===== src/rtl/core/sfr_pkg.sv =====
package sfr_pkg;

    localparam int SFR_MAX_FRAME = 16;
    localparam int JOB_DEPTH     = 2;
    localparam int NPARAM_W      = 5;

    localparam logic [1:0] CMD_START = 2'd0;
    localparam logic [1:0] CMD_BYTE  = 2'd1;
    localparam logic [1:0] CMD_TICK  = 2'd2;

    localparam logic [2:0] ST_OK         = 3'd0;
    localparam logic [2:0] ST_BAD_HEADER = 3'd1;
    localparam logic [2:0] ST_TOO_LONG   = 3'd2;
    localparam logic [2:0] ST_BAD_LENGTH = 3'd3;
    localparam logic [2:0] ST_CHECKSUM   = 3'd4;
    localparam logic [2:0] ST_TIMEOUT    = 3'd5;

    localparam logic [7:0] HDR_BYTE = 8'h55;

    localparam logic REG_TIMEOUT_TICKS = 1'b0;
    localparam logic REG_MAX_FRAME_LEN = 1'b1;

    typedef struct packed {
        logic                is_frame;
        logic [2:0]          status;
        logic [7:0]          servo_id;
        logic [7:0]          command;
        logic [4:0]          bytes_seen;
        logic [NPARAM_W-1:0] nparam;
    } sfr_job_t;

endpackage


===== src/rtl/core/sfr_job_fifo.sv =====
module sfr_job_fifo
    import sfr_pkg::*;
(
    input  logic     aclk,
    input  logic     aresetn,
    input  logic     push,
    input  sfr_job_t push_job,
    output logic     full,
    input  logic     pop,
    output sfr_job_t pop_job,
    output logic     empty
);

    // The depth is a power of two, so the pointers simply wrap.
    localparam int PTR_W = (JOB_DEPTH > 1) ? $clog2(JOB_DEPTH) : 1;
    localparam int CNT_W = $clog2(JOB_DEPTH + 1);

    sfr_job_t         entry_reg [JOB_DEPTH];
    logic [PTR_W-1:0] wr_ptr_reg;
    logic [PTR_W-1:0] rd_ptr_reg;
    logic [CNT_W-1:0] count_reg;
    logic [CNT_W-1:0] count_next;

    assign full    = (count_reg == CNT_W'(JOB_DEPTH));
    assign empty   = (count_reg == '0);
    assign pop_job = entry_reg[rd_ptr_reg];

    always_comb begin
        count_next = count_reg;
        if (push && !pop) begin
            count_next = count_reg + 1'b1;
        end else if (pop && !push) begin
            count_next = count_reg - 1'b1;
        end
    end

    always_ff @(posedge aclk) begin
        if (push) begin
            entry_reg[wr_ptr_reg] <= push_job;
        end
    end

    always_ff @(posedge aclk) begin
        if (!aresetn) begin
            wr_ptr_reg <= '0;
            rd_ptr_reg <= '0;
            count_reg  <= '0;
        end else begin
            if (push) begin
                wr_ptr_reg <= wr_ptr_reg + 1'b1;
            end
            if (pop) begin
                rd_ptr_reg <= rd_ptr_reg + 1'b1;
            end
            count_reg <= count_next;
        end
    end

endmodule


===== src/rtl/core/sfr_front.sv =====
module sfr_front
    import sfr_pkg::*;
#(
    parameter int MAX_FRAME = SFR_MAX_FRAME,
    parameter int AW        = $clog2(MAX_FRAME)
) (
    input  logic          aclk,
    input  logic          aresetn,
    input  logic          in_valid,
    output logic          in_ready,
    input  logic [1:0]    in_cmd,
    input  logic [7:0]    in_byte,
    input  logic [15:0]   timeout_ticks,
    input  logic [4:0]    max_frame_len,
    output logic          push,
    output sfr_job_t      push_job,
    input  logic          fifo_full,
    input  logic          frame_done,
    output logic          mem_we,
    output logic [AW-1:0] mem_waddr,
    output logic [7:0]    mem_wdata
);

    localparam int CW = $clog2(MAX_FRAME + 1);

    logic [CW-1:0] byte_count_reg, byte_count_next;
    logic [8:0]    frame_total_reg, frame_total_next;
    logic [7:0]    sum_reg, sum_next;
    logic [15:0]   tick_reg, tick_next;
    logic          armed_reg, armed_next;
    logic          hdr_ok_reg, hdr_ok_next;
    logic [7:0]    id_reg, id_next;
    logic [7:0]    command_reg, command_next;
    logic          frame_pend_reg, frame_pend_next;

    logic          accept;
    logic [8:0]    limit;
    logic          fire;
    logic          frame_end;
    logic [2:0]    code;

    assign in_ready  = !fifo_full && !frame_pend_reg;
    assign accept    = in_valid && in_ready;
    assign limit     = (9'(max_frame_len) > 9'(MAX_FRAME)) ? 9'(MAX_FRAME)
                                                           : 9'(max_frame_len);
    assign mem_waddr = byte_count_reg[AW-1:0];
    assign mem_wdata = in_byte;

    always_comb begin
        byte_count_next  = byte_count_reg;
        frame_total_next = frame_total_reg;
        sum_next         = sum_reg;
        tick_next        = tick_reg;
        armed_next       = armed_reg;
        hdr_ok_next      = hdr_ok_reg;
        id_next          = id_reg;
        command_next     = command_reg;
        frame_pend_next  = frame_pend_reg && !frame_done;
        fire             = 1'b0;
        frame_end        = 1'b0;
        code             = ST_OK;
        mem_we           = 1'b0;
        push             = 1'b0;
        push_job         = '0;

        if (accept) begin
            unique case (in_cmd)
                CMD_START: begin
                    byte_count_next  = '0;
                    frame_total_next = '0;
                    sum_next         = '0;
                    tick_next        = '0;
                    armed_next       = 1'b1;
                end
                CMD_BYTE: begin
                    if (armed_reg) begin
                        if (byte_count_reg >= CW'(MAX_FRAME)) begin
                            fire = 1'b1;
                            code = ST_TOO_LONG;
                        end else begin
                            mem_we          = 1'b1;
                            byte_count_next = byte_count_reg + 1'b1;
                            if (byte_count_reg >= CW'(2) && (byte_count_reg < CW'(4)
                                    || 9'(byte_count_reg) + 9'd1 < frame_total_reg)) begin
                                sum_next = sum_reg + in_byte;
                            end
                            if (byte_count_reg == CW'(0)) begin
                                hdr_ok_next = (in_byte == HDR_BYTE);
                            end
                            if (byte_count_reg == CW'(1)) begin
                                hdr_ok_next = hdr_ok_reg && (in_byte == HDR_BYTE);
                            end
                            if (byte_count_reg == CW'(2)) begin
                                id_next = in_byte;
                            end
                            if (byte_count_reg == CW'(4)) begin
                                command_next = in_byte;
                            end
                            if (byte_count_next == CW'(4)) begin
                                frame_total_next = 9'(in_byte) + 9'd3;
                                priority if (!hdr_ok_reg) begin
                                    fire = 1'b1;
                                    code = ST_BAD_HEADER;
                                end else if (in_byte < 8'd3) begin
                                    fire = 1'b1;
                                    code = ST_BAD_LENGTH;
                                end else if (frame_total_next > limit) begin
                                    fire = 1'b1;
                                    code = ST_TOO_LONG;
                                end
                            end else if (byte_count_next > CW'(4)
                                    && 9'(byte_count_next) == frame_total_reg) begin
                                if (in_byte != ~sum_reg) begin
                                    fire = 1'b1;
                                    code = ST_CHECKSUM;
                                end else begin
                                    frame_end = 1'b1;
                                end
                            end
                        end
                    end
                end
                CMD_TICK: begin
                    if (armed_reg) begin
                        if (tick_reg != 16'hFFFF) begin
                            tick_next = tick_reg + 16'd1;
                        end
                        if (tick_next > timeout_ticks) begin
                            fire = 1'b1;
                            code = ST_TIMEOUT;
                        end
                    end
                end
                default: begin
                end
            endcase
        end

        if (fire) begin
            push                = 1'b1;
            armed_next          = 1'b0;
            push_job.is_frame   = 1'b0;
            push_job.status     = code;
            push_job.servo_id   = (byte_count_next > CW'(2)) ? id_next : 8'd0;
            push_job.command    = (byte_count_next > CW'(4)) ? command_next : 8'd0;
            push_job.bytes_seen = 5'(byte_count_next);
            push_job.nparam     = '0;
        end else if (frame_end) begin
            push                = 1'b1;
            armed_next          = 1'b0;
            push_job.is_frame   = 1'b1;
            push_job.status     = ST_OK;
            push_job.servo_id   = id_reg;
            push_job.command    = command_reg;
            push_job.bytes_seen = 5'd0;
            push_job.nparam     = NPARAM_W'(frame_total_reg - 9'd6);
            frame_pend_next     = (frame_total_reg != 9'd6);
        end
    end

    always_ff @(posedge aclk) begin
        hdr_ok_reg  <= hdr_ok_next;
        id_reg      <= id_next;
        command_reg <= command_next;
    end

    always_ff @(posedge aclk) begin
        if (!aresetn) begin
            byte_count_reg  <= '0;
            frame_total_reg <= '0;
            sum_reg         <= '0;
            tick_reg        <= '0;
            armed_reg       <= 1'b0;
            frame_pend_reg  <= 1'b0;
        end else begin
            byte_count_reg  <= byte_count_next;
            frame_total_reg <= frame_total_next;
            sum_reg         <= sum_next;
            tick_reg        <= tick_next;
            armed_reg       <= armed_next;
            frame_pend_reg  <= frame_pend_next;
        end
    end

endmodule


===== src/rtl/core/sfr_back.sv =====
module sfr_back
    import sfr_pkg::*;
#(
    parameter int MAX_FRAME = SFR_MAX_FRAME,
    parameter int AW        = $clog2(MAX_FRAME)
) (
    input  logic          aclk,
    input  logic          aresetn,
    input  logic          job_valid,
    output logic          job_pop,
    input  sfr_job_t      job,
    input  logic          mem_we,
    input  logic [AW-1:0] mem_waddr,
    input  logic [7:0]    mem_wdata,
    output logic          frame_done,
    output logic          m_axis_tvalid,
    input  logic          m_axis_tready,
    output logic [39:0]   m_axis_tdata,  // servo_id, command, param_index, param_byte,
                                         // bytes_seen, zero fill
    output logic [3:0]    m_axis_tuser,  // status, param_valid
    output logic          m_axis_tlast
);

    typedef enum logic [1:0] {
        BK_IDLE,
        BK_FETCH,
        BK_EMIT
    } bk_state_t;

    bk_state_t           state_reg;
    logic [7:0]          frame_mem [MAX_FRAME];
    logic [7:0]          rdata_reg;
    logic [NPARAM_W-1:0] idx_reg;
    logic [NPARAM_W-1:0] nparam_reg;
    logic [7:0]          id_reg;
    logic [7:0]          command_reg;

    logic                out_free;
    logic                last_param;
    logic [AW-1:0]       raddr;

    assign out_free   = !m_axis_tvalid || m_axis_tready;
    assign job_pop    = (state_reg == BK_IDLE) && job_valid && out_free;
    assign last_param = (idx_reg == nparam_reg - 1'b1);
    assign frame_done = (state_reg == BK_EMIT) && out_free && last_param;
    assign raddr      = AW'(7'(idx_reg) + 7'd5);

    always_ff @(posedge aclk) begin
        if (mem_we) begin
            frame_mem[mem_waddr] <= mem_wdata;
        end
        if (state_reg == BK_FETCH) begin
            rdata_reg <= frame_mem[raddr];
        end
    end

    always_ff @(posedge aclk) begin
        if (!aresetn) begin
            state_reg     <= BK_IDLE;
            m_axis_tvalid <= 1'b0;
        end else begin
            if (m_axis_tvalid && m_axis_tready) begin
                m_axis_tvalid <= 1'b0;
            end
            unique case (state_reg)
                BK_IDLE: begin
                    if (job_pop) begin
                        idx_reg     <= '0;
                        nparam_reg  <= job.nparam;
                        id_reg      <= job.servo_id;
                        command_reg <= job.command;
                        if (!job.is_frame || job.nparam == '0) begin
                            m_axis_tvalid <= 1'b1;
                            m_axis_tuser  <= {1'b0, job.status};
                            m_axis_tdata  <= {7'd0, job.bytes_seen, 8'd0, 4'd0,
                                              job.command, job.servo_id};
                            m_axis_tlast  <= 1'b1;
                        end else begin
                            state_reg <= BK_FETCH;
                        end
                    end
                end
                BK_FETCH: begin
                    state_reg <= BK_EMIT;
                end
                BK_EMIT: begin
                    if (out_free) begin
                        m_axis_tvalid <= 1'b1;
                        m_axis_tuser  <= {1'b1, ST_OK};
                        m_axis_tdata  <= {7'd0, 5'd0, rdata_reg, idx_reg[3:0],
                                          command_reg, id_reg};
                        m_axis_tlast  <= last_param;
                        if (last_param) begin
                            state_reg <= BK_IDLE;
                        end else begin
                            idx_reg   <= idx_reg + 1'b1;
                            state_reg <= BK_FETCH;
                        end
                    end
                end
                default: begin
                    state_reg <= BK_IDLE;
                end
            endcase
        end
    end

endmodule


===== src/rtl/core/servo_frame_receiver.sv =====
// Serial servo reply deframer. Each input beat is a start command, a received byte or a
// one millisecond tick; the front end takes one beat per cycle while the queue has room
// and no frame is pending, checks the frame as bytes arrive and queues one job per
// finished frame or error into a two-entry queue. A status job (error, timeout, or a good
// frame without parameters) leaves as one result beat, registered when popped. A good
// frame with N parameters leaves as N beats via the registered read port of the frame
// store; from the checksum byte on, input is held off until the last parameter beat is
// registered. The store is not cleared after reset, so there is no initialization pass.
module servo_frame_receiver
    import sfr_pkg::*;
#(
    parameter int MAX_FRAME = SFR_MAX_FRAME
) (
    input  logic        aclk,
    input  logic        aresetn,
    input  logic        s_axis_tvalid,
    output logic        s_axis_tready,
    input  logic [7:0]  s_axis_tdata,   // rx_byte
    input  logic [1:0]  s_axis_tuser,   // cmd
    output logic        m_axis_tvalid,
    input  logic        m_axis_tready,
    output logic [39:0] m_axis_tdata,   // servo_id, command, param_index, param_byte,
                                        // bytes_seen, zero fill
    output logic [3:0]  m_axis_tuser,   // status, param_valid
    output logic        m_axis_tlast,
    input  logic        psel,
    input  logic        penable,
    input  logic        pwrite,
    input  logic [2:0]  paddr,
    input  logic [31:0] pwdata,
    output logic [31:0] prdata,
    output logic        pready
);

    localparam int AW = $clog2(MAX_FRAME);

    logic [15:0]   timeout_ticks_reg;
    logic [4:0]    max_frame_len_reg;
    logic          cfg_write;

    logic          push;
    sfr_job_t      push_job;
    logic          fifo_full;
    logic          fifo_empty;
    logic          job_pop;
    sfr_job_t      pop_job;
    logic          frame_done;
    logic          mem_we;
    logic [AW-1:0] mem_waddr;
    logic [7:0]    mem_wdata;

    assign pready    = 1'b1;
    assign cfg_write = psel && penable && pwrite && pready;
    assign prdata    = (paddr[2] == REG_MAX_FRAME_LEN) ? {27'd0, max_frame_len_reg}
                                                       : {16'd0, timeout_ticks_reg};

    always_ff @(posedge aclk) begin
        if (!aresetn) begin
            timeout_ticks_reg <= 16'd100;
            max_frame_len_reg <= 5'd16;
        end else if (cfg_write) begin
            unique case (paddr[2])
                REG_TIMEOUT_TICKS: timeout_ticks_reg <= pwdata[15:0];
                REG_MAX_FRAME_LEN: max_frame_len_reg <= pwdata[4:0];
                default: begin
                end
            endcase
        end
    end

    sfr_front #(
        .MAX_FRAME (MAX_FRAME),
        .AW        (AW)
    ) u_front (
        .aclk          (aclk),
        .aresetn       (aresetn),
        .in_valid      (s_axis_tvalid),
        .in_ready      (s_axis_tready),
        .in_cmd        (s_axis_tuser),
        .in_byte       (s_axis_tdata),
        .timeout_ticks (timeout_ticks_reg),
        .max_frame_len (max_frame_len_reg),
        .push          (push),
        .push_job      (push_job),
        .fifo_full     (fifo_full),
        .frame_done    (frame_done),
        .mem_we        (mem_we),
        .mem_waddr     (mem_waddr),
        .mem_wdata     (mem_wdata)
    );

    sfr_job_fifo u_queue (
        .aclk     (aclk),
        .aresetn  (aresetn),
        .push     (push),
        .push_job (push_job),
        .full     (fifo_full),
        .pop      (job_pop),
        .pop_job  (pop_job),
        .empty    (fifo_empty)
    );

    sfr_back #(
        .MAX_FRAME (MAX_FRAME),
        .AW        (AW)
    ) u_back (
        .aclk          (aclk),
        .aresetn       (aresetn),
        .job_valid     (!fifo_empty),
        .job_pop       (job_pop),
        .job           (pop_job),
        .mem_we        (mem_we),
        .mem_waddr     (mem_waddr),
        .mem_wdata     (mem_wdata),
        .frame_done    (frame_done),
        .m_axis_tvalid (m_axis_tvalid),
        .m_axis_tready (m_axis_tready),
        .m_axis_tdata  (m_axis_tdata),
        .m_axis_tuser  (m_axis_tuser),
        .m_axis_tlast  (m_axis_tlast)
    );

endmodule


===== config.mk =====
export PLATFORM = sky130hd
export DESIGN_NAME = servo_frame_receiver
export DESIGN_NICKNAME = d
export VERILOG_FILES = /design/src/rtl/core/sfr_pkg.sv /design/src/rtl/core/sfr_job_fifo.sv /design/src/rtl/core/sfr_front.sv /design/src/rtl/core/sfr_back.sv /design/src/rtl/core/servo_frame_receiver.sv
export SDC_FILE = /design/constraint.sdc
export NUM_CORES = 1
export LEC_CHECK = 0
export ABC_AREA = 0
export ABC_CLOCK_PERIOD_IN_PS = 7400
export BUFFER_PORTS_ARGS = -buffer_cell sky130_fd_sc_hd__buf_2
export CAP_MARGIN = 5
export CORE_MARGIN = 1.5
export CORE_UTILIZATION = 60
export DETAILED_ROUTE_END_ITERATION = 10
export GPL_TIMING_DRIVEN = 0
export PLACE_DENSITY = 0.82
export SLEW_MARGIN = 30
export SYNTH_ARGS = -nofsm -noshare
export SYNTH_HDL_FRONTEND = slang
export SYNTH_SLANG_ARGS = --single-unit

===== constraint.sdc =====
create_clock -name aclk -period 7.4 [get_ports aclk]
set_input_delay 0.74 -clock aclk [delete_from_list [all_inputs] [get_ports aclk]]
set_output_delay 0.74 -clock aclk [all_outputs]
set_load 0.02 [all_outputs]

After elaboration in Yosys (flattened, before gate mapping)
Memories as Yosys holds them, arrays and structs flattened. A register that Yosys moved wholly into a read port is not among the register bits.
Cells that the tools add are included.
{"block": "totals", "reg_bits": 156, "latchBits": 0, "ram_bits": 188, "romBits": 0, "word_cells": 235, "n_memories": 2}
{"block": "op_classes", "addsub": 13, "n_mul": 0, "div_mod_pow": 0, "order_cmp": 11, "eq_ne": 25, "shift": 0, "muxes": 109, "bitwise": 4, "n_reduce_logical": 48}
{"name": "u_back.frame_mem", "depth": 16, "word_bits": 8, "rd": 1, "rd_clocked_by_memory_dff": 1, "wr": 1, "line": "sfr_back.sv:31", "rtl": "logic [7:0] frame_mem [MAX_FRAME];"}
{"name": "u_queue.entry_reg", "depth": 2, "word_bits": 30, "rd": 1, "rd_clocked_by_memory_dff": 1, "wr": 1, "line": "sfr_job_fifo.sv:18", "rtl": "sfr_job_t entry_reg [JOB_DEPTH];"}
{"cell": "$mux W40", "count": 3}
{"cell": "$mux W8", "count": 15}
{"cell": "$mux W16", "count": 6}
{"cell": "$pmux W40 S2", "count": 1}
{"cell": "$mux W30", "count": 2}
{"cell": "$mux W1", "count": 42}
{"cell": "$mux W5", "count": 7}
{"cell": "$pmux W16 S2", "count": 1}
{"cell": "$mux W3", "count": 10}
{"cell": "$mux W9", "count": 3}
{"cell": "$reduce_and A5 Y1", "count": 5}
{"cell": "$pmux W5 S2", "count": 2}
{"cell": "$pmux W9 S2", "count": 1}
{"cell": "$add A16 B1 Y16 const B", "count": 1}
{"cell": "$gt A16 B16 Y1", "count": 1}
{"cell": "$ne A16 B16 Y1 const B", "count": 1}
{"cell": "$pmux W8 S2", "count": 1}
{"cell": "$logic_and A1 B1 Y1", "count": 15}
{"cell": "$mux W2", "count": 6}
{"cell": "$mux W4", "count": 3}
{"cell": "$add A5 B1 Y5 const B", "count": 2}
{"cell": "$eq A5 B3 Y1 const B", "count": 2}
{"cell": "$gt A5 B3 Y1 const B", "count": 2}
{"cell": "$logic_not A5 Y1", "count": 2}
{"cell": "41 further kinds", "count": 76}

Depth between registers and ports, before layout
Gate-level depths: netlist of run 1.
{"block": "depth", "word_depth": 16, "mapped_depth": 21}

Cells and area by module
A second synthesis of run 1 with hierarchy kept.
{"block": "unflattened", "cells_unflattened": 1274, "area_unflattened_um2": 16135.5}
{"mod": "sfr_back", "n_inst": 1, "cells_each": 434, "area_each_um2": 7966.4, "seq_area_each_um2": 6065.8}
{"mod": "sfr_front", "n_inst": 1, "cells_each": 598, "area_each_um2": 4655.7, "seq_area_each_um2": 1151.1}
{"mod": "sfr_job_fifo", "n_inst": 1, "cells_each": 115, "area_each_um2": 2373.5, "seq_area_each_um2": 1901.8}
{"mod": "servo_frame_receiver", "n_inst": 1, "cells_each": 127, "area_each_um2": 1139.8, "seq_area_each_um2": 420.4}

Worst setup path after synthesis of run 1
No wires, ideal clock.
{"block": "synth_path", "kind": "reg-to-reg", "from": "reg (tool-made name)", "to": "reg u_back.m_axis_tdata[0], enable pin", "setup_ns": 0.528, "t_arrival_ns": 5.057, "t_required_ns": 6.872, "slack_ns": 1.815, "stages_incl_launch_ff": 8, "n_path_buf": 1, "synth_period_minus_slack_ns": 5.585, "cell_sequence": "dfxtp_1 > buf_1 > mux2_2 > nor3_1 > a21oi_1 > nor2_1 > nor2_1 > nor4_1"}
{"element": "to (signal assigned)", "line": "sfr_back.sv:75", "rtl": "m_axis_tdata <= {7'd0, job.bytes_seen, 8'd0, 4'd0,"}
{"element": "to (signal assigned)", "line": "sfr_back.sv:90", "rtl": "m_axis_tdata <= {7'd0, 5'd0, rdata_reg, idx_reg[3:0],"}
{"element": "to (decl)", "line": "sfr_back.sv:18", "rtl": "output logic [39:0] m_axis_tdata,"}

Worst setup path in the final report of run 1
{"block": "layout_path", "from": "reg u_front.tick_reg[0]", "to": "reg u_queue.count_reg[1]"}
{"block": "layout_between", "elab_chain_len": 14, "word_cells_on_any_way": 17, "cone_classes": "add/sub (1); order compare (1); eq/ne (1); mux (10); reduce/logical (4)"}
{"element": "from (decl)", "line": "sfr_front.sv:29", "rtl": "logic [15:0] tick_reg, tick_next;"}
{"element": "from (signal assigned)", "line": "sfr_front.sv:179", "rtl": "tick_reg <= tick_next;"}
{"element": "$add A16 B1 Y16 or $ne A16 B16 Y1 (tied branches)", "line": "sfr_front.sv:126, sfr_front.sv:125"}
{"element": "$mux W16 (*)", "line": "sfr_front.sv:125", "rtl": "if (tick_reg != 16'hFFFF) begin"}
{"element": "$mux W16 (*)", "line": "sfr_front.sv:124", "rtl": "if (armed_reg) begin"}
{"element": "$mux W16 (*)", "line": "sfr_front.sv:67", "rtl": "unique case (in_cmd)"}
{"element": "$mux W16 (*)", "line": "sfr_front.sv:66", "rtl": "if (accept) begin"}
{"element": "$gt A16 B16 Y1 (*)", "line": "sfr_front.sv:128", "rtl": "if (tick_next > timeout_ticks) begin"}
{"element": "$mux W1 (*)", "line": "sfr_front.sv:128"}
{"element": "$mux W1 (*)", "line": "sfr_front.sv:124"}
{"element": "$pmux W1 S2 (*)", "line": "sfr_front.sv:67"}
{"element": "$mux W1 (*)", "line": "sfr_front.sv:66"}
{"element": "$mux W1 (*)", "line": "sfr_front.sv:139", "rtl": "if (fire) begin"}
{"element": "$logic_not A1 Y1", "line": "sfr_job_fifo.sv:32", "rtl": "end else if (pop && !push) begin"}
{"element": "$logic_and A1 B1 Y1", "line": "sfr_job_fifo.sv:32"}
{"element": "$reduce_bool A2 Y1 (no line)"}
{"element": "to (signal assigned)", "line": "sfr_job_fifo.sv:55", "rtl": "count_reg <= count_next;"}
{"element": "to (decl)", "line": "sfr_job_fifo.sv:21", "rtl": "logic [CNT_W-1:0] count_reg;"}
Mark *: on every way between the ends. The rest lies on a longest branch, timed or not. The select of a mux whose other input is x is not followed.
A chain may end at the register's enable or synchronous reset.

==> impl_metrics.json, run 1 <==
{
  "area_growth_pct": 15.11,
  "clock-sinks": 346,
  "start_util_pct": 61.57,
  "yosys-top-cells-count": "261 x edfxtp_1, 155 x nor2_1, 85 x dfxtp_1",
  "hold_viol": 0,
  "place_ws_ns": 2.400,
  "seqPwrFrac_pct": 45.3,
  "status": "finished clean",
  "finalWorstSetupSlack_ns": 2.205,
  "fin_nets": 1470,
  "arrival_ns": 5.64,
  "cp_max_fo": 10,
  "skew_ns": 0.01417,
  "hp-class": "flop to flop",
  "firstDrtPassIters": 5,
  "rsz0062_at_grt": "no",
  "vias": 10190,
  "drc": 0,
  "critPathLaunchType": "flop",
  "largest_register_ff_count": 128,
  "coreArea_um2": 25330,
  "async_reset_ff_share_pct": 0,
  "fmax_mhz": 192.5,
  "dieArea_um2": 26970,
  "max_cap_violations": 0,
  "synth_top_area_share_pct": 50.26,
  "synth_area_per_cell_um2": 12.92,
  "p_switching_mw": 1.272,
  "top_usage_layer": "met2",
  "routedWlPerCell_um": 20.38,
  "overflow": 0,
  "dieWidth_um": 164.2,
  "yosysSeqAreaShare_pct": 61.17,
  "ys_types": 72,
  "p_clk_share_pct": 38.3,
  "synthCells": 1207,
  "fillers": 1671,
  "grt_use_met1_pct": 33.72,
  "leakagePower_nw": 6.684,
  "crit_required_ns": 7.84,
  "grt_pass1_wl_um": 54120,
  "critPathCaptureType": "flop",
  "p_per_area_nw_per_um2": 278.4,
  "critical_path_class": "flop to flop",
  "met3_usage_pct": 5.909,
  "pwr-share-comb_pct": 16.5,
  "final-setup-viol-count": 0,
  "vias_per_cell": 5.912,
  "final_cells": 1724,
  "n_antenna_cell": 0,
  "hpwlAfterDp_um": 23630,
  "synth.area.top_cells": "edfxtp_1 50%, dfxtp_1 11%, mux4_2 5.8%",
  "swShare_pct": 25.45,
  "h-tree-depth": 2,
  "numCtsBuffers": 36,
  "cts_post_setup_buffers_inserted": 0,
  "grt_max_degree": 31,
  "grt_pass1_vias": 10090,
  "std_cell_rows": 58,
  "place.gp.congestion": 0.9537,
  "clock_latency_ns": 0.53,
  "port_buffers": 89,
  "yosys_warnings": 0,
  "wl_um": 35140,
  "fin_crit_ns": 5.195,
  "antenna_left": 0,
  "cts_buffer_depth": 3,
  "cts-root-buf": "clkbuf_16",
  "min_period_over_period_pct": 70.20,
  "die_h_um": 164.2,
  "grt_use_total_pct": 26.79,
  "synth_edf_count": 261,
  "synth_top_cell_by_area": "edfxtp_1",
  "p_int_mw": 3.725,
  "drt_iter0_drc": 849,
  "synthMostInstantiatedCell": "edfxtp_1",
  "final_max_slew_viol_count": 0,
  "yosys_most_used_dff": "edfxtp_1",
  "drive_above_1_share_pct": 21.31,
  "ctsHoldBuffers": 0,
  "worst_pin_slew_ns": 0.9050,
  "power_mw": 4.997,
  "synth_seq_cells": 346,
  "use_met2_pct": 46.07,
  "num_io_pins": 132,
  "cts_tree": "done",
  "ir_worst_vdd_uv": 167.7,
  "cts_resized": 0,
  "dp_cells": 1658,
  "path_clk_slew_ns": 0.06,
  "netlist_area_um2": 15590,
  "antenna_found_initial": 1,
  "maxSlewHeadroom_pct": 39.44
}
layout make-up:
| type | instances | area, um2 | area share, % |
|---|---|---|---|
| Sequential cell | 346 | 9539 | 53.14 |
| Tap cell | 330 | 412.9 | 2.300 |
| Clock buffer | 52 | 1054 | 5.869 |
| Timing Repair Buffer | 99 | 520.5 | 2.900 |
| Multi-Input combinational cell | 759 | 5618 | 31.30 |
| Inverter | 49 | 183.9 | 1.025 |
| Clock inverter | 14 | 214.0 | 1.192 |
| Buffer | 75 | 409.1 | 2.279 |
metal layers:
layer | vias up | wire length (um) | part of all wire (%)
li1 | 4711 | - | -
met1 | 4937 | 13710 | 39
met2 | 479 | 17580 | 50
met3 | 64 | 3119 | 8.9
met4 | 2 | 715 | 2.0
met5 | - | 13 | 0.037
worst paths after layout:
| check | cells past startpoint | startpoint | slack, ns | end |
|---|---|---|---|---|
| worst max-delay path | 20 | u_front.tick_reg[0] | 2.21 | u_queue.count_reg[1] |
| worst min register to register | 2 | timeout_ticks_reg[10] | 0.46 | timeout_ticks_reg[10] |
| worst min-delay path | 2 | timeout_ticks_reg[10] | 0.46 | timeout_ticks_reg[10] |
| worst max register to register | 20 | u_front.tick_reg[0] | 2.21 | u_queue.count_reg[1] |
placed cells by master (no fill, tap or decap), types with 4 or more instances in the layout:
| cell | n |
|---|---|
| clkinv_1 | 4 |
| and2_1 | 19 |
| nand2b_1 | 14 |
| nor2b_1 | 6 |
| buf_2 | 107 |
| clkbuf_1 | 40 |
| conb_1 | 24 |
| a21o_1 | 8 |
| nand3_1 | 36 |
| mux2i_1 | 18 |
| xnor2_1 | 31 |
| nor3_1 | 20 |
| dfxtp_1 | 85 |
| edfxtp_1 | 261 |
| nand2_1 | 81 |
| a31oi_1 | 4 |
| ha_1 | 51 |
| buf_1 | 5 |
| and3_1 | 8 |
| nor2_1 | 154 |
| inv_1 | 48 |
| clkbuf_16 | 38 |
| mux4_2 | 40 |
| nand4_1 | 15 |
| o211ai_1 | 5 |
| o21ai_0 | 27 |
| a21oi_1 | 57 |
| nor4_2 | 4 |
| a22o_1 | 15 |
| buf_4 | 25 |
| clkbuf_8 | 5 |
| bufinv_16 | 5 |
| a22oi_1 | 8 |
| a32o_1 | 4 |
| xor2_1 | 12 |
| o21a_1 | 4 |
| mux2_2 | 35 |
critical path, stage by stage (launching register included):
cell and delay (ns):
dfxtp_1 0.44, ha_1 0.23, nand3_1 0.10, nor2_1 0.31, nand4_1 0.22, nand2b_1 0.12
clkbuf_1 0.27, nor2_1 0.12, xor2_1 0.27, ha_1 0.32, nand4_1 0.14, nor2_1 0.06
a221o_1 0.29, a211o_1 0.31, a21boi_0 0.47, or3_4 0.26, buf_6 0.17, nand2_1 0.12
ha_1 0.35, or3_1 0.37, a21oi_1 0.15
per-stage QoR:
stage	utilization (%)	hold slack [ns]	setup TNS [ns]	area [um2]
2_1_floorplan	-	0.4254	0	15680
3_3_place_gp	65.29	0.4372	-2.960	16540
3_5_place_dp	65.83	0.4426	0	16670
4_1_cts	70.84	0.4489	0	17940
5_1_grt	70.88	0.4643	0	17950
6_report	70.88	0.4571	0	17950
power by group through the flow:
stage	Sequential, mW	Combinational, mW	Clock, mW
floorplan	2.32	0.543	0
global placement	2.31	0.759	0
detailed placement	2.30	0.814	0
CTS	2.26	0.824	1.93
global route	2.27	0.890	2.01
finish	2.26	0.822	1.91
logic make-up (layout without fill, tap and decap cells):
kind of cell / after synthesis / in the layout / synth area share, %
mux: 93 / 93 / 9.459
xor+xnor: 46 / 46 / 2.632
compound gates: 159 / 159 / 6.996
fa+ha+maj: 52 / 52 / 4.220
other cells: 2 / 24 / 0.04816
simple gates: 385 / 385 / 11.69
flops: 346 / 346 / 61.17
buf+inv: 124 / 289 / 3.787
Note: power is estimated with default switching activity, not from simulation.
==> inputs of run 2 (changes only) <==
ABC_AREA = 1   (was 0)
ABC_CLOCK_PERIOD_IN_PS = 5000   (was 7400)
clock period = 5 ns   (was 7.4 ns; I/O delays follow)
==> run 2 against run 1 <==
  * Area after synthesis rose by 0.91%
  * Sequential power up 54%
  * Global-route usage grew 0.60 points
  * Clock skew is 0.0093 ns higher
  * Clock power is 45% higher
  * Die area rose by 0.89%
  * Clock-buffer cell count fell by 7
  * Highest routed layer unchanged
==> impl_metrics.json, run 2 <==
{
  "crit_chain": "ha_1, nand2_1, inv_1, nand2_1, nor2_1, nand2_1, nor4_1, nor2_1, xor2_1, ha_1, nand4_1, nor3_1, nand2_1, nand2_1, nand2_1, a21oi_1, nand2_4, buf_4, a21oi_4, buf_16",
  "hpwlAfterDp_um": 25560,
  "maxSlewHeadroom_pct": 43.65,
  "critical_path_class": "flop to flop",
  "async_reset_ff_share_pct": 0,
  "status": "finished clean",
  "final-setup-viol-count": 0,
  "grt_pass1_vias": 11300,
  "synth.area.top_cells": "edfxtp_1 50%, dfxtp_1 11%, nand2_1 7.4%",
  "leakagePower_nw": 7.000,
  "synth_top_area_share_pct": 49.81,
  "fin_nets": 1838,
  "synth_seq_cells": 346,
  "place_ws_ns": 0.5596,
  "yosys_warnings": 0,
  "fin_crit_ns": 4.556,
  "path_clk_slew_ns": 0.06,
  "place.gp.congestion": 0.9563,
  "num_io_pins": 132,
  "port_buffers": 88,
  "dieWidth_um": 165.0,
  "synth_area_per_cell_um2": 9.947,
  "crit_path_frequent_cell": "nand2_1",
  "start_util_pct": 60.73,
  "utilization_pct": 69.48,
  "crit_required_ns": 5.23,
  "cp_max_fo": 17,
  "synth_compound_area_share_pct": 11.36,
  "die_h_um": 165.0,
  "netlist_area_um2": 15740,
  "routedWlPerCell_um": 17.74,
  "area_growth_pct": 14.41,
  "critPathLaunchType": "flop",
  "vias_per_cell": 5.749,
  "rsz0062_at_grt": "no",
  "drive_above_1_share_pct": 12.54,
  "synth_top_family_by_area": "simple AND/OR/NAND/NOR gates",
  "cts_tree": "done",
  "arrival_ns": 4.79,
  "synth_top_cell_by_area": "edfxtp_1",
  "hold_viol": 0,
  "largest_register_ff_count": 128,
  "cts_buffer_depth": 3,
  "synth_xor_area_share_pct": 1.487,
  "firstDrtPassIters": 5,
  "final_max_slew_viol_count": 0,
  "yosys_most_used_dff": "edfxtp_1",
  "synth_simple_gate_area_share_pct": 16.52,
  "synthAdderAreaFrac_pct": 4.182,
  "grt_use_total_pct": 27.39,
  "numCtsBuffers": 37,
  "hp-class": "input port to flop",
  "cp_top_family": "simple AND/OR/NAND/NOR gates",
  "min_period_over_period_pct": 91.12,
  "yosysSeqAreaShare_pct": 60.62,
  "cts-root-buf": "clkbuf_16",
  "max_cap_violations": 0,
  "dpl_cell_area_um2": 16770,
  "coreArea_um2": 25910,
  "ctsHoldBuffers": 0,
  "antenna_found_initial": 1,
  "yosys-top-cells-count": "312 x nand2_1, 261 x edfxtp_1, 203 x nor2_1",
  "dieArea_um2": 27210,
  "dp_cells": 2030,
  "p_per_area_nw_per_um2": 449.4,
  "grt_max_degree": 39,
  "clock-sinks": 346,
  "std_cell_rows": 59,
  "h-tree-depth": 2,
  "drc": 0,
  "drt_iter0_drc": 1413,
  "ir_worst_vdd_uv": 336.3,
  "worst_pin_slew_ns": 0.8421,
  "antenna_left": 0,
  "fmax_mhz": 219.5,
  "critPathCaptureType": "flop",
  "synthMuxAreaShare_pct": 0,
  "synth_edf_count": 261,
  "synthMostInstantiatedCell": "nand2_1",
  "final_cell_mix": "312 x nand2_1, 261 x edfxtp_1, 201 x nor2_1",
  "final_cell_area_um2": 18000,
  "ys_types": 51,
  "cts_post_setup_buffers_inserted": 0,
  "overflow": 0,
  "synthCells": 1582,
  "grt_pass1_wl_um": 57480,
  "critical-path-max-stage-delay_ns": 0.51,
  "fillers": 1869,
  "wl_um": 37220,
  "timing.critical_path.buf_inv": 3,
  "slowest_stage": "a21oi_4",
  "finalWorstSetupSlack_ns": 0.4438,
  "layout_commonest_cell": "nand2_1",
  "clock_latency_ns": 0.54,
  "skew_ns": 0.02343,
  "vias": 12060,
  "cts_resized": 0,
  "n_antenna_cell": 0,
  "final_cells": 2098
}
run 2: cell families (layout without fill, tap and decap cells):
| family | Yosys count | count (layout) |
|---|---|---|
| other cells | 2 | 24 |
| simple gates | 622 | 622 |
| buf+inv | 209 | 368 |
| xor+xnor | 25 | 25 |
| compound gates | 326 | 326 |
| fa+ha+maj | 52 | 52 |
| flops | 346 | 346 |
run 2: path summary, 6_finish.rpt:
| kind | start | slack [ns] | depth (start not counted) | end |
|---|---|---|---|---|
| setup / recovery | u_front.tick_reg[0] | 0.44 | 20 | u_queue.entry_reg[0][5] |
| hold / removal | pwdata[5] | 0.20 | 3 | timeout_ticks_reg[5] |
| setup reg to reg | u_front.tick_reg[0] | 0.44 | 20 | u_queue.entry_reg[0][5] |
| hold reg to reg | u_queue.rd_ptr_reg | 0.47 | 1 | u_queue.rd_ptr_reg |
run 2: final cells by class:
type | instances | area [um2] | share of cell area (%)
Inverter | 130 | 495.5 | 2.752
Tap cell | 335 | 419.2 | 2.328
Multi-Input combinational cell | 1049 | 5409 | 30.04
Clock buffer | 45 | 977.2 | 5.428
Sequential cell | 346 | 9539 | 52.98
Timing Repair Buffer | 91 | 500.5 | 2.780
Buffer | 79 | 414.1 | 2.300
Clock inverter | 23 | 249.0 | 1.383
run 2: worst register-to-register path, stage by stage, from the launching register on:
cell	delay, ns
dfxtp_1	0.41
ha_1	0.20
nand2_1	0.06
inv_1	0.08
nand2_1	0.10
nor2_1	0.17
nand2_1	0.15
nor4_1	0.45
nor2_1	0.10
xor2_1	0.19
ha_1	0.31
nand4_1	0.10
nor3_1	0.29
nand2_1	0.09
nand2_1	0.11
nand2_1	0.07
a21oi_1	0.23
nand2_4	0.17
buf_4	0.22
a21oi_4	0.51
buf_16	0.23
run 2: per-layer routing:
layer | vias to the layer above | part of all wire, % | GRT usage, %
met4 | 2 | 2.4 | 8.968
met3 | 84 | 9.8 | 5.676
met2 | 674 | 47 | 45.07
li1 | 5719 | - | -
met1 | 5582 | 40 | 36.46
met5 | - | 0.030 | 0
run 2: stage by stage:
| stage | TNS, ns | hold slack (ns) | power, mW |
|---|---|---|---|
| after CTS | 0 | 0.1855 | 8.071 |
| final | 0 | 0.1966 | 8.091 |
| after detailed placement | 0 | 0.4464 | 5.344 |
| after floorplan | 0 | 0.4252 | 4.737 |
| after global routing | 0 | 0.2066 | 8.401 |
| after global placement | -57.51 | 0.4345 | 5.270 |
run 2: power by group:
| group | leakage (nW) | internal, mW | switching (mW) |
|---|---|---|---|
| sequential | 3.02 | 3.40 | 0.0801 |
| clock | 0.589 | 1.62 | 1.14 |
| combinational | 3.39 | 0.530 | 1.33 |
| total | 7.00 | 5.55 | 2.55 |
==> inputs of run 3 (changes only) <==
ABC_CLOCK_PERIOD_IN_PS = 4740   (was 5000)
SLEW_MARGIN = 40   (was 30)
clock period = 4.74 ns   (was 5 ns; I/O delays follow)
==> run 3 against run 2 <==
  * Clock-buffer cell count rose by 4
  * Non-clock buffer count increased by 7
  * Total power increased by 5.0%
  * Largest power group unchanged
  * Worst hold slack worse by 0.028 ns
  * Register-to-register slack gained 0.04 ns
==> impl_metrics.json, run 3 (synthesis results as in run 2) <==
{
  "vias": 12180,
  "r2r_start": "u_front.tick_reg[0]",
  "reg2reg_to": "u_queue.entry_reg[0][5]",
  "seqPwrFrac_pct": 43.2,
  "grt_pass1_wl_um": 57860,
  "h-tree-depth": 2,
  "final_cells": 2105,
  "critical_path_class": "flop to flop",
  "ctsHoldBuffers": 0,
  "antenna_found_initial": 1,
  "cts_buffer_depth": 3,
  "path_clk_slew_ns": 0.06,
  "numCtsBuffers": 37,
  "leakagePower_nw": 7.020,
  "min_path_cells": 3,
  "cts_resized": 0,
  "place.gp.congestion": 0.9563,
  "fin_crit_ns": 4.261,
  "ir_worst_vdd_uv": 352.6,
  "wl_um": 37600,
  "whs_endpoint": "timeout_ticks_reg[5]",
  "clock-sinks": 346,
  "drt_iter0_drc": 1469,
  "overflow": 0,
  "hpwlAfterDp_um": 25640,
  "final_max_slew_viol_count": 0,
  "worst_pin_slew_ns": 0.8541,
  "p_per_area_nw_per_um2": 470.8,
  "grt_use_total_pct": 27.66,
  "routedWlPerCell_um": 17.86,
  "pwr-share-comb_pct": 23.5,
  "min_period_over_period_pct": 89.89,
  "firstDrtPassIters": 6,
  "drive_above_1_share_pct": 12.99,
  "grt_pass1_vias": 11220,
  "maxSlewHeadroom_pct": 42.85,
  "fin_nets": 1845,
  "coreArea_um2": 25910,
  "num_io_pins": 132,
  "n_antenna_cell": 0,
  "p_clk_share_pct": 33.4,
  "antenna_left": 0,
  "rsz0062_at_grt": "no",
  "layout_commonest_cell": "nand2_1",
  "area_growth_pct": 14.70,
  "dp_cells": 2033,
  "largest_register_ff_count": 128,
  "hp-class": "input port to flop",
  "skew_ns": 0.02145,
  "port_buffers": 88,
  "cts-root-buf": "clkbuf_16",
  "r2r_cells": 20,
  "dieWidth_um": 165.0,
  "p_int_mw": 5.793,
  "final_cell_mix": "312 x nand2_1, 261 x edfxtp_1, 198 x nor2_1",
  "rrSetupSlack_ns": 0.48,
  "vias_per_cell": 5.786,
  "crit_required_ns": 4.98,
  "hold_path.startpoint": "pwdata[5]",
  "arrival_ns": 4.50,
  "clock_latency_ns": 0.54,
  "die_h_um": 165.0,
  "status": "finished clean",
  "critPathLaunchType": "flop",
  "critPathCaptureType": "flop",
  "std_cell_rows": 59,
  "fmax_mhz": 234.7,
  "swShare_pct": 31.83,
  "dieArea_um2": 27210,
  "start_util_pct": 60.73,
  "place_ws_ns": 0.3268,
  "max_cap_violations": 0,
  "cp_max_fo": 17,
  "p_switching_mw": 2.705,
  "hold_viol": 0,
  "final-setup-viol-count": 0,
  "finalWorstSetupSlack_ns": 0.4794,
  "cts_tree": "done",
  "drc": 0,
  "grt_max_degree": 39
}
==> run 3: worst max-delay path, stage by stage (launching register included) <==
cell and delay [ns]:
dfxtp_1 0.40, ha_1 0.20, nand2_1 0.06, inv_1 0.08, nand2_1 0.10, nor2_1 0.16
nand2_1 0.14, nor4_1 0.41, nor2_1 0.10, xor2_1 0.19, ha_1 0.31, nand4_1 0.10
nor3_1 0.29, nand2_1 0.11, nand2_1 0.11, nand2_1 0.06, a21oi_1 0.23, nand2_4 0.17
buf_4 0.22, a21oi_4 0.31, buf_16 0.20
==> run 3: worst max path at each step <==
| stage | start | end | slack, ns | cells after the start |
|---|---|---|---|---|
| 6_report | u_front.tick_reg[0] | u_queue.entry_reg[0][5] | 0.48 | 20 |
| 5_1_grt | u_front.tick_reg[0] | u_queue.count_reg[1] | 0.01 | 23 |
| 4_1_cts | u_front.tick_reg[0] | u_queue.entry_reg[0][5] | 0.23 | 20 |
| 3_5_place_dp | u_front.tick_reg[0] | u_queue.entry_reg[0][25] | 0.33 | 20 |
| 3_3_place_gp | u_front.tick_reg[0] | u_queue.entry_reg[0][27] | -1.29 | 19 |
| 2_1_floorplan | u_front.tick_reg[0] | u_queue.entry_reg[0][0] | 0.02 | 19 |
==> run 3: cell type report <==
cell class              instances  area [um2]
clock inverters                19       206.4
clock buffers                  49       980.9
multi-input cells            1049        5416
inverters                     130       495.5
repair buffers                 98       578.1
flip-flops and latches        346        9539
fillers                      1861        7861
plain buffers                  79       414.1
well taps                     335       419.2
==> run 3: power groups by stage <==
stage / Sequential [mW] / Clock [mW] / Combinational, mW
final: 3.67 / 2.84 / 1.99
after floorplan: 3.82 / 0 / 1.17
after detailed placement: 3.73 / 0 / 1.92
after global routing: 3.69 / 2.96 / 2.15
after CTS: 3.67 / 2.85 / 1.94
after global placement: 3.73 / 0 / 1.83
==> run 3: timing repair <==
item / in CTS / in global routing
setup endpoints to repair: 0 / 30
endpoints found under the hold margin: 0 / 0
setup buffers: 0 / 4
==> run 3: through the flow <==
stage / hold WS [ns] / total power [mW] / setup TNS [ns] / area, um2 / utilization (%)
6_report: 0.1682 / 8.498 / 0 / 18050 / 69.66
3_5_place_dp: 0.4492 / 5.648 / 0 / 16810 / 64.88
2_1_floorplan: 0.4252 / 4.997 / 0 / 15820 / -
5_1_grt: 0.1778 / 8.800 / 0 / 18050 / 69.66
4_1_cts: 0.1582 / 8.459 / 0 / 18000 / 69.47
3_3_place_gp: 0.4345 / 5.559 / -73.37 / 16680 / 64.37
==> run 3: layer usage <==
metal	share of wire, %	track usage, %
met5	0.043	0
met4	3.2	10.03
met3	11	6.454
met2	47	45.24
met1	39	36.14
